`src/rtl/rcd_pkg.sv`:
```
`default_nettype none
package rcd_pkg;

  // Shared divider widths
  localparam int unsigned DIV_NUM_W = 32;
  localparam int unsigned DIV_DEN_W = 26;

  // Datapath widths
  localparam int unsigned COORD_W = 8;   // signed map coordinate, one step past either edge
  localparam int unsigned CAM_W   = 22;  // signed camera coordinate, Q.14
  localparam int unsigned PROD_W  = 38;  // plane times camera coordinate
  localparam int unsigned RAY_W   = 24;  // signed ray component, Q.14
  localparam int unsigned DIST_W  = 48;  // side distances and deltas, Q.16
  localparam int unsigned WALL_W  = 30;  // low bits of the wall hit position, Q.30

  // Configuration register indexes
  typedef enum logic [2:0] {
    CFG_POS_X   = 3'd0,
    CFG_POS_Y   = 3'd1,
    CFG_DIR_X   = 3'd2,
    CFG_DIR_Y   = 3'd3,
    CFG_PLANE_X = 3'd4,
    CFG_PLANE_Y = 3'd5,
    CFG_PITCH   = 3'd6
  } rcd_cfg_idx_e;

  // Item kinds
  typedef enum logic {
    KIND_WRITE = 1'b0,
    KIND_CAST  = 1'b1
  } rcd_kind_e;

  typedef struct packed {
    logic [21:0]        pos_x;
    logic [21:0]        pos_y;
    logic signed [15:0] dir_x;
    logic signed [15:0] dir_y;
    logic signed [15:0] plane_x;
    logic signed [15:0] plane_y;
    logic signed [8:0]  pitch;
  } rcd_cfg_t;

  // Classified item passed from the front end to the walker
  typedef struct packed {
    rcd_kind_e  kind;
    logic       in_map;
    logic [8:0] column;
    logic [5:0] cell_x;
    logic [5:0] cell_y;
    logic [7:0] code;
  } rcd_item_t;

  typedef struct packed {
    logic [5:0]  hit_x;
    logic [5:0]  hit_y;
    logic        hit_side;
    logic [21:0] wall_distance;
    logic [15:0] slice_height;
    logic [8:0]  draw_start;
    logic [8:0]  draw_end;
    logic [7:0]  texture_number;
    logic [5:0]  texture_column;
    logic        is_centre;
  } rcd_result_t;

endpackage
`default_nettype wire

```
`src/rtl/rcd_front.sv`:
```
`default_nettype none
module rcd_front
  import rcd_pkg::*;
#(
  parameter int unsigned MAP_COLS = 32,
  parameter int unsigned MAP_ROWS = 32
) (
  input  wire logic        clk_i,
  input  wire logic        rst_ni,
  input  wire logic        en_i,
  input  wire logic        s_axis_tvalid,
  output logic             s_axis_tready,
  input  wire logic [31:0] s_axis_tdata,
  input  wire logic [0:0]  s_axis_tuser,
  output logic             push_o,
  output rcd_item_t        item_o,
  input  wire logic        full_i
);

  logic      valid_q;
  rcd_item_t item_q;
  rcd_item_t item_d;

  // Classify: kind from tuser, map bounds for writes
  always_comb begin
    item_d.kind   = rcd_kind_e'(s_axis_tuser[0]);
    item_d.column = s_axis_tdata[8:0];
    item_d.cell_x = s_axis_tdata[14:9];
    item_d.cell_y = s_axis_tdata[20:15];
    item_d.code   = s_axis_tdata[28:21];
    item_d.in_map = ({1'b0, s_axis_tdata[14:9]} < 7'(MAP_COLS)) &&
                    ({1'b0, s_axis_tdata[20:15]} < 7'(MAP_ROWS));
  end

  assign push_o        = valid_q && !full_i;
  assign s_axis_tready = en_i && (!valid_q || !full_i);

  always_ff @(posedge clk_i or negedge rst_ni) begin
    if (!rst_ni) begin
      valid_q <= 1'b0;
    end else if (s_axis_tvalid && s_axis_tready) begin
      valid_q <= 1'b1;
    end else if (push_o) begin
      valid_q <= 1'b0;
    end
  end

  always_ff @(posedge clk_i) begin
    if (s_axis_tvalid && s_axis_tready) begin
      item_q <= item_d;
    end
  end

  assign item_o = item_q;

endmodule
`default_nettype wire

```
`config.mk`:
```
export PLATFORM = sky130hd
export DESIGN_NAME = rcd_front
export DESIGN_NICKNAME = d
export VERILOG_FILES = /design/src/rtl/rcd_pkg.sv /design/src/rtl/rcd_front.sv
export SDC_FILE = /design/constraint.sdc
export NUM_CORES = 1
export LEC_CHECK = 0
export ABC_AREA = 1
export BUFFER_PORTS_ARGS = -buffer_cell sky130_fd_sc_hd__buf_4
export CAP_MARGIN = 20
export CORE_MARGIN = 10
export CORE_UTILIZATION = 39
export DETAILED_ROUTE_END_ITERATION = 10
export HOLD_SLACK_MARGIN = 0.08
export PLACE_DENSITY = 0.82
export RECOVER_POWER = 50
export SLEW_MARGIN = 20
export SYNTH_ARGS = -nofsm -noshare
export SYNTH_HDL_FRONTEND = slang
export SYNTH_SLANG_ARGS = --single-unit
```
`constraint.sdc`:
```
create_clock -name clk_i -period 1.9 [get_ports clk_i]
set_input_delay 0.285 -clock clk_i [delete_from_list [all_inputs] [get_ports clk_i]]
set_output_delay 0.285 -clock clk_i [all_outputs]
set_load 0.05 [all_outputs]
```
==> impl_results.md <==
* #FFs+latches synth at 32
* Critical Path RT at 1.62 ns
* Post-synth net total at 80
* CTS clock-pin slew for the worst setup and hold paths at 0.09 ns
* DRC Markers at 0
* Gate Count Post-Synth at 42
* Most common cell after layout, fill and taps aside: clkbuf_4
* H-tree depth at 2
* Mux contribution to synthesized area at 0%
* Sequential element share of the synthesized area at 95.4%
* Min-delay worst type: input pin to flip-flop
* Initial antenna violation count at 0
* Syn Std Cell Area at 0.00100 sq mm
* PwrDens at 896 mW/mm^2
* # diodes at 0
* Die area at 0.00500 sq mm
* Fraction of the mapped netlist area in simple logic gates at 2.62%
* First-pass GRT wire length at 3.69 mm
* GR Layer Usage met3 at 11.0%
* Maximum clock path buffer count at 2
* Final worst-path cycle share at 74.1%
* Slew headroom at 58.5%
* Setup_tns at 0 ns
* Crit-path max cell delay at 0.49 ns
* CP top delay family: buffers and inverters
* XOR/XNOR share of the synthesized area at 0%
* Hold depth at 1
* Final wirelength at 2.42 mm
* Hold Fails Final Rpt at 0
* Syn_area_per_cell at 23.9 sq um
* Cell Area, Placed at 0.00156 sq mm
* Port bufs at 67
* Routed length per instance at 16.1 um
* Pre-antenna DRT Iters at 4
* GRT busiest layer: met2
* Cell row count at 18
* Maxcap violations at 0
* Global-route usage over all layers at 9.76%
* WP buf/inv at 1
* WHS Endpoint: item_o[1]$_DFFE_PP_
* Unrepaired setup endpoints after global routing: no
* Vias in the first global route at 772
* Crit Path Max Fanout at 1
* Reg2reg end: item_o[25]$_DFFE_PP_
* # setup viols final at 0
* Reg-to-reg critical path startpoint: valid_q$_DFFE_PN0P_
* Met1 GRT Util at 7.90%
* Setup slack, reg-to-reg at 0.66 ns
* CP max-delay cell: clkbuf_1
* Chip height at 70.7 um
* P_leak at 0.666 nW
* Fmax at 710 MHz
* DR vias/cell at 4.47
* Final worst setup slack at 0.491 ns
* Compound-Gate Fraction of Synth Area at 0.499%
* NumNets Final at 157
* Distinct cells, synth at 7
* Fillers at 195
* Most frequent cells in the layout: 36 x clkbuf_4, 31 x edfxtp_1, 29 x buf_4, 11 x clkbuf_1, 4 x inv_1
* Area Growth Syn to Fin at 58.2%
* GRT Residual Overflow at 0
* CP startpoint kind: flip-flop
* Crit path arrival time at 1.12 ns
* DR vias at 670
* Post-synthesis adder-cell area fraction at 0%
* Peak VDD IR at 691 uV
* Max Slew Vio Count at 0
* Slew @ Worst Pin at 0.625 ns
* CORE AREA at 0.00245 sq mm
* # IOs at 71
* Resized cells post-CTS at 0
* Cell Chain, Critical Path: clkbuf_1
* Total setup buffers inserted after CTS at 0
* CTS tree: yes
* Post-route cell area at 0.00159 sq mm
* Max Clock Skew at 0.00599 ns
* Hold Startpoint: s_axis_tdata[22]
* Tmin final at 1.41 ns
* Initial Util at 40.8%
* GR Util met2 at 14.3%
* Clk Tree Root Cell: clkbuf_4
* DRT iter0 DRCs at 16
* Status: completed
* Largest net degree at the start of global routing at 18
* Pwr Total at 1.42 mW
* Clock buffer count from CTS at 5
* Crit end category: output port
* Reg2Reg Depth at 4
* Clock sink total at 32
* Yosys warnings at 0
* Critical path class: flip-flop to output port
* Worst skew pair latency at 0.31 ns
* Largest family of logic cells by synthesized area: simple AND/OR/NAND/NOR gates
* Chip width at 70.7 um
* Antenna-violating nets left at 0
* Post-layout util at 64.6%
* Worst Setup Slack post-DPL at 0.698 ns
* Proportion of layout cells with a drive suffix above 1 at 55.0%
* Gp weighted congestion at 0.656
synthesized netlist by cell type:
master,number,area [sq um]
o21ai_1,1,5.00
inv_1,4,15.0
nand2_2,2,12.5
nor2_2,1,6.26
edfxtp_1,31,931
dfrtp_1,1,25.0
nor2_1,2,7.51
state kept, by name, summed over array words and instances (netlist names):
register	count
item_o	31
valid_q	1
worst max path at each step:
stage                                 endpoint  cells after the start  slack, ns                  from
after floorplan            item_o[0]$_DFFE_PP_                      3       0.20   valid_q$_DFFE_PN0P_
after global placement    item_o[25]$_DFFE_PP_                      5       0.73                full_i
after detailed placement  item_o[27]$_DFFE_PP_                      5       0.70                full_i
after CTS                        s_axis_tready                      4       0.51   valid_q$_DFFE_PN0P_
after global routing                item_o[30]                      1       0.42  item_o[30]$_DFFE_PP_
final                               item_o[21]                      1       0.49  item_o[21]$_DFFE_PP_
final cells by class:
type | instances | area, sq um | area share, %
sequential | 32 | 956 | 60.3
timing repair buffer | 70 | 494 | 31.2
clock buffer | 8 | 58.8 | 3.71
tap | 30 | 37.5 | 2.37
multi-input combinational | 6 | 23.8 | 1.50
inverter | 4 | 15.0 | 0.947
through the flow:
| step | std cells | hold WS (ns) |
|---|---|---|
| CTS | 150 | 0.126 |
| finish | 150 | 0.168 |
| floorplan | 42 | -0.0106 |
| global placement | 141 | 0.0606 |
| global route | 150 | 0.140 |
| detailed placement | 141 | 0.0620 |
layer usage:
layer | wire (um) | part of all wire [%]
met2 | 1150 | 48
met5 | 0 | 0
met4 | 19 | 0.78
met3 | 496 | 20
met1 | 752 | 31
power breakdown:
| group | switching [mW] | total, mW | internal (mW) |
|---|---|---|---|
| logic | 0.144 | 0.220 | 0.0764 |
| clock network | 0.200 | 0.382 | 0.183 |
| registers | 0.00803 | 0.818 | 0.810 |
cell families (layout without fill, tap and decap cells):
group / Yosys count / after routing
AND/OR/NAND/NOR: 5 / 5
buffers and inverters: 4 / 82
AO/OA/AOI/OAI: 1 / 1
flip-flops: 32 / 32
what timing repair did:
action                     CTS  global route
hold endpoints to repair     1             0
hold buffers                 1             0
setup endpoints to repair    0             0
(Power assumes the default switching activity.)
