--- src/rtl/rcd_pkg.sv ---
`default_nettype none
package rcd_pkg;

  // Shared divider widths
  localparam int unsigned DIV_NUM_W = 32;
  localparam int unsigned DIV_DEN_W = 26;

  // Datapath widths
  localparam int unsigned COORD_W = 8;   // signed map coordinate, one step past either edge
  localparam int unsigned CAM_W   = 22;  // signed camera coordinate, Q.14
  localparam int unsigned PROD_W  = 38;  // plane times camera coordinate
  localparam int unsigned RAY_W   = 24;  // signed ray component, Q.14
  localparam int unsigned DIST_W  = 48;  // side distances and deltas, Q.16
  localparam int unsigned WALL_W  = 30;  // low bits of the wall hit position, Q.30

  // Configuration register indexes
  typedef enum logic [2:0] {
    CFG_POS_X   = 3'd0,
    CFG_POS_Y   = 3'd1,
    CFG_DIR_X   = 3'd2,
    CFG_DIR_Y   = 3'd3,
    CFG_PLANE_X = 3'd4,
    CFG_PLANE_Y = 3'd5,
    CFG_PITCH   = 3'd6
  } rcd_cfg_idx_e;

  // Item kinds
  typedef enum logic {
    KIND_WRITE = 1'b0,
    KIND_CAST  = 1'b1
  } rcd_kind_e;

  typedef struct packed {
    logic [21:0]        pos_x;
    logic [21:0]        pos_y;
    logic signed [15:0] dir_x;
    logic signed [15:0] dir_y;
    logic signed [15:0] plane_x;
    logic signed [15:0] plane_y;
    logic signed [8:0]  pitch;
  } rcd_cfg_t;

  // Classified item passed from the front end to the walker
  typedef struct packed {
    rcd_kind_e  kind;
    logic       in_map;
    logic [8:0] column;
    logic [5:0] cell_x;
    logic [5:0] cell_y;
    logic [7:0] code;
  } rcd_item_t;

  typedef struct packed {
    logic [5:0]  hit_x;
    logic [5:0]  hit_y;
    logic        hit_side;
    logic [21:0] wall_distance;
    logic [15:0] slice_height;
    logic [8:0]  draw_start;
    logic [8:0]  draw_end;
    logic [7:0]  texture_number;
    logic [5:0]  texture_column;
    logic        is_centre;
  } rcd_result_t;

endpackage
`default_nettype wire

--- src/rtl/rcd_fifo.sv ---
`default_nettype none
module rcd_fifo
  import rcd_pkg::*;
(
  input  wire logic clk_i,
  input  wire logic rst_ni,
  input  wire logic push_i,
  input  rcd_item_t item_i,
  output logic      full_o,
  input  wire logic pop_i,
  output logic      valid_o,
  output rcd_item_t item_o
);

  // Two-entry queue between front end and walker
  rcd_item_t  slot_q [2];
  logic       wr_ptr_q, rd_ptr_q;
  logic [1:0] count_q;

  assign full_o  = count_q == 2'd2;
  assign valid_o = count_q != 2'd0;
  assign item_o  = slot_q[rd_ptr_q];

  always_ff @(posedge clk_i or negedge rst_ni) begin
    if (!rst_ni) begin
      wr_ptr_q <= 1'b0;
      rd_ptr_q <= 1'b0;
      count_q  <= 2'd0;
    end else begin
      if (push_i) wr_ptr_q <= ~wr_ptr_q;
      if (pop_i) rd_ptr_q <= ~rd_ptr_q;
      if (push_i && !pop_i) begin
        count_q <= count_q + 2'd1;
      end else if (pop_i && !push_i) begin
        count_q <= count_q - 2'd1;
      end
    end
  end

  always_ff @(posedge clk_i) begin
    if (push_i) slot_q[wr_ptr_q] <= item_i;
  end

endmodule
`default_nettype wire

--- config.mk ---
export PLATFORM = sky130hd
export DESIGN_NAME = rcd_fifo
export DESIGN_NICKNAME = d
export VERILOG_FILES = /design/src/rtl/rcd_pkg.sv /design/src/rtl/rcd_fifo.sv
export SDC_FILE = /design/constraint.sdc
export NUM_CORES = 1
export LEC_CHECK = 0
export BUFFER_PORTS_ARGS = -buffer_cell sky130_fd_sc_hd__buf_2
export CAP_MARGIN = 25
export CORE_UTILIZATION = 50
export DETAILED_ROUTE_END_ITERATION = 8
export HOLD_SLACK_MARGIN = 0.02
export PLACE_DENSITY = 0.76
export SLEW_MARGIN = 20
export SYNTH_ARGS = -nofsm -noshare
export SYNTH_HDL_FRONTEND = slang
export SYNTH_SLANG_ARGS = --single-unit
--- constraint.sdc ---
create_clock -name clk_i -period 4.1 [get_ports clk_i]
set_clock_uncertainty 0.1 [all_clocks]
set_input_delay 0.41 -clock clk_i [delete_from_list [all_inputs] [get_ports clk_i]]
set_output_delay 0.41 -clock clk_i [all_outputs]
set_load 0.01 [all_outputs]
==> run metrics, run 1 <==
fraction of layout instances using a drive strength above 1=57.8%; Worst Setup Start Kind=flop; number of gates resized after cts=0; final core utilization=63.9%; final hold slack=0.170 ns; clock network fraction of total power=20.6%; final number of max-transition violations=0; part of the power in registers=50.6%; net switching share of the total power=28.0%; number of buffers created by CTS=9; Fin. Hold Viols=0; number of max-cap violations=0; number of top-level pins=68; first-pass GRT wire length=5.65 mm; largest net degree at the start of global routing=33; TritonRoute pass-1 iters=4; kind of critical path=flop to output pin; worst path setup slack after routing=1.70 ns; minimum clock period after layout=2.40 ns; clock-pin slew reported for the worst setup and hold paths after clock tree synthesis=0.07 ns; WL final=3.84 mm; standard cell with the maximum stage delay on the critical path=sky130_fd_sc_hd__dfrtp_2; post-DR wirelength/cell=14.8 um; endpoint arrival time on the critical path=1.89 ns; power dissipated by switching net loads=0.569 mW; synthesized cell area=2580 um^2; met3 track demand over resource in global routing=4.94%; Synth Area per Inst=22.8 um^2; synthesized instance count=113; Final Cycle Share=58.6%; Synth-to-Final Area Change=20.0%; Warnings, synthesis=0; antenna diode count=0; pin slew with the least headroom to its limit=0.981 ns; initial antenna violation count=0; worst hold-check path type=input port to flop; combinational cell fraction of total power=28.8%; critical path fanouts, max=32; area of the die=5450 um^2; maximum operating frequency=416 MHz; antenna-violating nets left=0; global-route congestion overflow total=0; unrepaired setup endpoints after global routing=no; data required time of the worst path=3.59 ns; sinks on the clock net=66; Syn Nets=149; Worst IR Drop VDD=527 uV; Crit path largest cell delay=1.01 ns; met1 global-route usage=17.4%; die width=73.8 um; setup_tns=0 ns; Critical Path End Type=output pin; clock tree from TritonCTS=yes; top library cells by usage in the layout, fill and taps aside=sky130_fd_sc_hd__buf_2 (67), sky130_fd_sc_hd__edfxtp_1 (62), sky130_fd_sc_hd__mux2_4 (29); Detailed Route Iter0 Violations=86; DR vias/cell=4.69; root buffer cell=sky130_fd_sc_hd__clkbuf_8; net count reported at finish=225; die height=73.8 um; distinct cell type count of the synthesized netlist=14; Core Box Area=4850 um^2; outcome=completed; most frequent standard cell in the layout excluding fill and tap cells=sky130_fd_sc_hd__buf_2; Worst-Skew Late Latency=0.32 ns; post-placement setup slack=2.01 ns; met2 layer usage reported by global route=24.5%; cell-by-cell listing of the critical path=mux2_2 > buf_2; count of state elements after synthesis=66; num rows=25; setup violation total in the final timing report=0; Overall Global Routing Usage=15.2%; Residual DRC=0; total leakage power=1.27 nW; via count=1214; Clock H-tree levels=3; half-perimeter wire length of the detailed placement result=2.56 mm; sequential fraction of the synthesis area=76.0%; global placer's final weighted congestion=0.645; Int Power=1.46 mW; effective utilization at floorplan=53.2%; maximum root-to-sink buffer count=2; number of I/O port buffers=67; total power per unit cell area=656 nW/um^2; slew margin rel.=34.6%; Top Usage Layer GRT=met2; via count of the first global-routing pass=1229
==> synth_stat cells, drive strengths merged <==
cell	instances	share of area (%)
and2	1	0.24
buf	4	2.8
dfrtp	4	3.9
edfxtp	62	72
ha	1	0.48
inv	1	0.15
mux2	31	18
nor2	1	0.15
nor2b	2	0.48
or2	1	0.24
xnor2	1	0.34
xor2	4	1.4
==> final cells by class <==
| type | count | area [um^2] |
|---|---|---|
| inverters | 1 | 3.75 |
| well taps | 67 | 83.8 |
| flip-flops and latches | 66 | 1960 |
| multi-input cells | 42 | 551 |
| clock inverters | 1 | 3.75 |
| repair buffers | 69 | 353 |
| clock buffers | 13 | 139 |
| fillers | 353 | 1750 |
==> sequential cells by signal, summed over array words and instances, names as in the netlist <==
signal	flops
slot_q	62
count_q	2
wr_ptr_q	1
rd_ptr_q	1
==> power groups by stage <==
stage               Combinational (mW)  Clock, mW  Sequential (mW)
floorplan                        0.540          0            0.948
global placement                 0.586          0             1.03
detailed placement               0.594          0             1.05
CTS                              0.597      0.428             1.03
global route                     0.632      0.456             1.04
finish                           0.585      0.417             1.03
==> repair_timing <==
action	in CTS	in global routing
setup endpoints to repair	0	0
setup buffers	0	0
hold buffers	1	0
hold endpoints to repair	4	0
==> routing by layer <==
layer  wire (um)  part of all wire (%)  up-vias
met5           0                     0        -
met4          76                   2.0        0
met3         183                   4.8        7
met2        1960                    51       44
met1        1620                    42      578
li1            -                     -      585
==> stage by stage <==
| stage | total power, mW | instances | cell area (um^2) |
|---|---|---|---|
| floorplan | 1.49 | 113 | 2580 |
| detailed placement | 1.64 | 244 | 2940 |
| global placement | 1.62 | 244 | 2940 |
| finish | 2.03 | 259 | 3100 |
| CTS | 2.06 | 259 | 3100 |
| global route | 2.13 | 259 | 3100 |
==> final timing paths <==
| check | from | end | slack (ns) | depth (start not counted) |
|---|---|---|---|---|
| worst min-delay path | item_i[25] | slot_q[1][25] | 0.17 | 1 |
| worst max register to register | wr_ptr_q | slot_q[1][17] | 2.34 | 2 |
| min in group asynchronous | rst_ni | count_q[0] | 0.32 | 2 |
| worst min register to register | count_q[1] | count_q[1] | 0.39 | 1 |
| worst max-delay path | rd_ptr_q | item_o[23] | 1.70 | 2 |
| max in group asynchronous | rst_ni | rd_ptr_q | 3.44 | 2 |
==> critical path: cells and delay by family, from the launching register on <==
family | cells | cell delay, ns
multiplexers | 1 | 0.42
flip-flops | 1 | 1.01
buffers and inverters | 1 | 0.14
==> kinds of logic (layout without fill, tap and decap cells) <==
| family | Yosys count | count (layout) | share of synthesized area, % |
|---|---|---|---|
| flops | 66 | 66 | 76.0 |
| mux | 31 | 31 | 17.7 |
| xor+xnor | 5 | 5 | 1.70 |
| simple gates | 5 | 5 | 1.12 |
| buf+inv | 5 | 84 | 2.91 |
| fa+ha+maj | 1 | 1 | 0.485 |
Note: power is estimated with default switching activity, not from simulation.
==> run 2: changes to the inputs <==
==> constraint.sdc (replaced) <==
create_clock -name clk_i -period 2.35 [get_ports clk_i]
set_clock_uncertainty 0.1 [all_clocks]
set_input_delay 0.235 -clock clk_i [delete_from_list [all_inputs] [get_ports clk_i]]
set_output_delay 0.235 -clock clk_i [all_outputs]
set_load 0.01 [all_outputs]
==> run 2 against run 1 <==
  * Sequential cell count stayed put
  * Non-clock buffer count grew 35
  * Routed wire length up 20%
  * Utilization grew 10 points
  * Count of clock-buffer cells in the layout shrank 4
  * Largest power group unchanged
==> run metrics, run 2 (synthesis results as in run 1) <==
number of buffers created by CTS=9; Filler Cells Inserted=298; num rows=25; Crit path largest cell delay=0.62 ns; setup_tns=0 ns; number of max-cap violations=0; cell-by-cell listing of the critical path=buf_12 > mux2_4 > buf_2; Core Box Area=4850 um^2; sinks on the clock net=66; half-perimeter wire length of the detailed placement result=2.81 mm; root buffer cell=sky130_fd_sc_hd__clkbuf_8; Residual DRC=0; part of the power in registers=41.0%; unrepaired setup endpoints after global routing=no; Fin. Hold Viols=0; largest net degree at the start of global routing=21; minimum clock period after layout=2.00 ns; setup fix buffers added after clock tree synthesis=0; worst hold-check path type=input port to flop; initial antenna violation count=0; antenna-violating nets left=0; register with the highest flop count=slot_q; via count=1386; Critical Path End Type=output pin; Int Power=3.07 mW; slew margin rel.=72.1%; standard cell with the maximum stage delay on the critical path=sky130_fd_sc_hd__dfrtp_2; most frequent standard cell in the layout excluding fill and tap cells=sky130_fd_sc_hd__buf_2; WL final=4.62 mm; Worst Setup Start Kind=flop; buffering stage count on the worst path with inverters included=2; kind of critical path=flop to output pin; largest registers in the final layout=slot_q x62, count_q x2; maximum operating frequency=499 MHz; setup violation total in the final timing report=0; outcome=completed; global placer's final weighted congestion=0.665; total leakage power=1.48 nW; die width=73.8 um; fraction of layout instances using a drive strength above 1=52.8%; via count of the first global-routing pass=1462; clock network fraction of total power=29.7%; antenna diode count=0; Final Cycle Share=85.3%; Synth-to-Final Area Change=39.0%; critical path's top delay family=flip-flops; area of the die=5450 um^2; first-pass GRT wire length=6.86 mm; data required time of the worst path=2.02 ns; combinational cell fraction of total power=29.2%; top library cells by usage in the layout, fill and taps aside=sky130_fd_sc_hd__buf_2 (67), sky130_fd_sc_hd__edfxtp_1 (62), sky130_fd_sc_hd__dlygate4sd3_1 (33); critical path fanouts, max=20; total power per unit cell area=1160 nW/um^2; Clock H-tree levels=3; pin slew with the least headroom to its limit=0.417 ns; global-route congestion overflow total=0; power dissipated by switching net loads=1.10 mW; post-DR wirelength/cell=15.6 um; post-route cell area=3590 um^2; net switching share of the total power=26.4%; Detailed Route Iter0 Violations=103; Worst IR Drop VDD=900 uV; DR vias/cell=4.68; TritonRoute pass-1 iters=4; max reg flops=62; number of top-level pins=68; clock tree from TritonCTS=yes; die height=73.8 um; DP Area=2990 um^2; effective utilization at floorplan=53.2%; minimum setup slack among reg-to-reg paths=0.90 ns; clock-pin slew reported for the worst setup and hold paths after clock tree synthesis=0.07 ns; endpoint arrival time on the critical path=1.67 ns; number of I/O port buffers=67; final number of max-transition violations=0; net count reported at finish=260; maximum root-to-sink buffer count=2; Overall Global Routing Usage=18.4%; Worst-Skew Late Latency=0.32 ns
[run 2: cell types whose count changed in the layout (fill, tap and decap cells not counted), sizes merged]
cell / previous run / this run
clkbuf: 13 / 9
buf: 68 / 71
bufinv: 0 / 4
clkinvlp: 0 / 1
clkinv: 1 / 2
dlygate4sd3: 1 / 33
[run 2: final cells by class]
type	count	area, um^2	area share, %
Clock buffer	9	124	3.45
Multi-Input combinational cell	42	551	15.3
Timing Repair Buffer	104	721	20.1
Tap cell	67	83.8	2.34
Clock inverter	7	141	3.94
Sequential cell	66	1960	54.7
Inverter	1	3.75	0.105
[run 2: per-layer routing]
metal	part of all wire, %	track usage [%]	vias to the layer above
met1	40	21.7	665
met3	4.3	5.08	10
li1	-	-	657
met2	53	31.1	54
met4	2.1	8.97	0
met5	0	0	-
[run 2: final timing paths]
path / from / endpoint / cells past startpoint
setup / recovery: rd_ptr_q / item_o[17] / 3
hold / removal: push_i / wr_ptr_q / 2
setup reg to reg: wr_ptr_q / slot_q[0][0] / 2
hold reg to reg: count_q[1] / count_q[1] / 1
max in group asynchronous: rst_ni / rd_ptr_q / 2
min in group asynchronous: rst_ni / count_q[1] / 2
[run 2: what timing repair did]
action	4_1_cts	5_1_grt
gates resized for setup	0	0
hold buffers	33	0
hold endpoints to repair	67	0
[run 2: power by group through the flow]
stage	Sequential, mW	Combinational [mW]	Clock [mW]
2_1_floorplan	1.65	0.943	0
3_3_place_gp	1.71	1.16	0
3_5_place_dp	1.74	1.18	0
4_1_cts	1.71	1.23	1.25
5_1_grt	1.73	1.30	1.31
6_report	1.71	1.22	1.24
[run 2: per-stage QoR]
stage | power [mW] | hold WS [ns] | utilization [%] | setup WS [ns] | std cells
after floorplan | 2.60 | -0.161 | - | 0.0295 | 113
after global placement | 2.87 | -0.0573 | 61.7 | 0.709 | 247
after detailed placement | 2.92 | -0.0525 | 61.7 | 0.679 | 247
after CTS | 4.20 | 0.0416 | 74.0 | 0.309 | 296
after global routing | 4.35 | 0.0614 | 74.0 | 0.277 | 296
final | 4.16 | 0.0600 | 74.0 | 0.346 | 296
==> run 3: changes to the inputs <==
--- a/config.mk
+++ b/config.mk
@@ -7,10 +7,10 @@
 export LEC_CHECK = 0
 export BUFFER_PORTS_ARGS = -buffer_cell sky130_fd_sc_hd__buf_2
 export CAP_MARGIN = 25
-export CORE_UTILIZATION = 50
+export CORE_UTILIZATION = 52
 export DETAILED_ROUTE_END_ITERATION = 8
 export HOLD_SLACK_MARGIN = 0.02
-export PLACE_DENSITY = 0.76
+export PLACE_DENSITY = 0.79
 export SLEW_MARGIN = 20
 export SYNTH_ARGS = -nofsm -noshare
 export SYNTH_HDL_FRONTEND = slang
==> run 3 against run 2 <==
  * Hold slack worse by 0.0095 ns
  * Utilization down 0.49 points
  * Via count fell by 0.58%
  * Total power shrank 9.4%
  * Clock power fell by 31%
  * Final cell count increased by 0.34%
  * Count of clock-buffer cells in the layout rose by 3
  * Worst setup slack better by 0.013 ns
  * Sequential share of layout area increased by 1.4 points
  * Maximum frequency grew 0.66%
  * Non-clock buffer count up 1
  * Critical path depth unchanged
  * Largest power group unchanged
==> run metrics, run 3 (synthesis results as in run 1) <==
outcome=completed; unrepaired setup endpoints after global routing=no; top library cells by usage in the layout, fill and taps aside=sky130_fd_sc_hd__buf_2 (67), sky130_fd_sc_hd__edfxtp_1 (62), sky130_fd_sc_hd__dlygate4sd3_1 (33); die width=72.4 um; TritonRoute pass-1 iters=4; total leakage power=1.44 nW; clock-pin slew reported for the worst setup and hold paths after clock tree synthesis=0.07 ns; number of I/O port buffers=67; Core Box Area=4750 um^2; first-pass GRT wire length=6.89 mm; Crit path largest cell delay=0.62 ns; minimum clock period after layout=1.99 ns; global-route congestion overflow total=0; root buffer cell=sky130_fd_sc_hd__clkbuf_8; DRT met1 WL=1.70 mm; number of gates resized after cts=0; net count reported at finish=261; Critical Path End Type=output pin; part of the power in registers=45.3%; Overall Global Routing Usage=18.6%; sequential cell area=1960 um^2; setup fix buffers added after clock tree synthesis=0; clock network fraction of total power=22.8%; largest registers in the final layout=slot_q x62, count_q x2; final number of max-transition violations=0; number of max-cap violations=0; sinks on the clock net=66; via count of the first global-routing pass=1474; number of top-level pins=68; Filler Cells Inserted=303; Clock H-tree levels=3; largest net degree at the start of global routing=19; global placer's final weighted congestion=0.692; hold_buf cts=33; area of the multi-input gates=551 um^2; Int Power=2.74 mW; power dissipated by switching net loads=1.04 mW; net switching share of the total power=27.5%; max reg flops=62; DR vias/cell=4.64; Worst-Skew Late Latency=0.32 ns; endpoint arrival time on the critical path=1.66 ns; antenna diode count=0; WL final=4.37 mm; Worst Setup Start Kind=flop; worst hold-check path type=input port to flop; pin slew with the least headroom to its limit=0.485 ns; die height=72.4 um; count of placed standard cells in the final layout, fillers left out=297; maximum operating frequency=502 MHz; maximum root-to-sink buffer count=2; effective utilization at floorplan=54.3%; total power per unit cell area=1080 nW/um^2; final core utilization=73.5%; critical path fanouts, max=13; kind of critical path=flop to output pin; Worst IR Drop VDD=692 uV; DR top layer=met4; Post-Place Cells=248; antenna-violating nets left=0; setup violation total in the final timing report=0; Final Cycle Share=84.7%; num rows=25; initial antenna violation count=0; length of routed met2 wiring=2.42 mm; via count=1378; half-perimeter wire length of the detailed placement result=2.75 mm; data required time of the worst path=2.02 ns; fraction of layout instances using a drive strength above 1=50.9%; combinational cell fraction of total power=31.9%; Detailed Route Iter0 Violations=78; number of buffers created by CTS=9; Synth-to-Final Area Change=35.5%; met3 wire len=177 um; post-DR wirelength/cell=14.7 um; area of the die=5250 um^2; Fin. Hold Viols=0; slew margin rel.=67.6%; register with the highest flop count=slot_q; clock tree from TritonCTS=yes; cell-by-cell listing of the critical path=buf_4 > mux2_4 > buf_2; Residual DRC=0; standard cell with the maximum stage delay on the critical path=sky130_fd_sc_hd__dfrtp_2; setup_tns=0 ns; most frequent standard cell in the layout excluding fill and tap cells=sky130_fd_sc_hd__buf_2
[run 3: final timing paths]
check                            from       endpoint  slack [ns]  cells past startpoint
min in group asynchronous      rst_ni     count_q[1]        0.14                      2
max reg2reg                  wr_ptr_q  slot_q[0][30]        0.73                      2
max                          rd_ptr_q      item_o[4]        0.36                      3
min reg2reg                count_q[1]     count_q[1]        0.40                      1
min                            push_i       wr_ptr_q        0.05                      2
max in group asynchronous      rst_ni       rd_ptr_q        1.88                      2
[run 3: critical path, delay by kind of cell, from the launching register on]
kind | cells | cell delay [ns]
buffers and inverters | 2 | 0.41
DFF | 1 | 0.62
muxes | 1 | 0.31
[run 3: power by group through the flow]
stage / Sequential (mW) / Clock, mW / Combinational, mW
floorplan: 1.65 / 0 / 0.943
global route: 1.73 / 0.931 / 1.30
finish: 1.71 / 0.861 / 1.20
global placement: 1.71 / 0 / 1.15
detailed placement: 1.73 / 0 / 1.18
CTS: 1.71 / 0.887 / 1.22
[run 3: layer usage]
metal	vias up	track usage (%)
li1	663	-
met1	669	19.6
met2	37	33.0
met3	9	7.36
met4	0	7.84
met5	-	0
[run 3: final cells by class]
cell class / instances / share of cell area [%]
clock buffer: 12 / 3.87
clock inverter: 4 / 1.22
inverter: 1 / 0.107
multi-input combinational: 42 / 15.8
sequential: 66 / 56.2
tap: 67 / 2.40
timing repair buffer: 105 / 20.5
[run 3: per-stage QoR]
stage | cell area, um^2 | worst slack, ns | total power [mW] | hold slack (ns)
global route | 3490 | 0.263 | 3.97 | 0.0397
finish | 3490 | 0.359 | 3.77 | 0.0505
floorplan | 2580 | 0.0295 | 2.60 | -0.161
CTS | 3490 | 0.317 | 3.82 | 0.0270
detailed placement | 2990 | 0.683 | 2.91 | -0.0550
global placement | 2990 | 0.727 | 2.87 | -0.0577
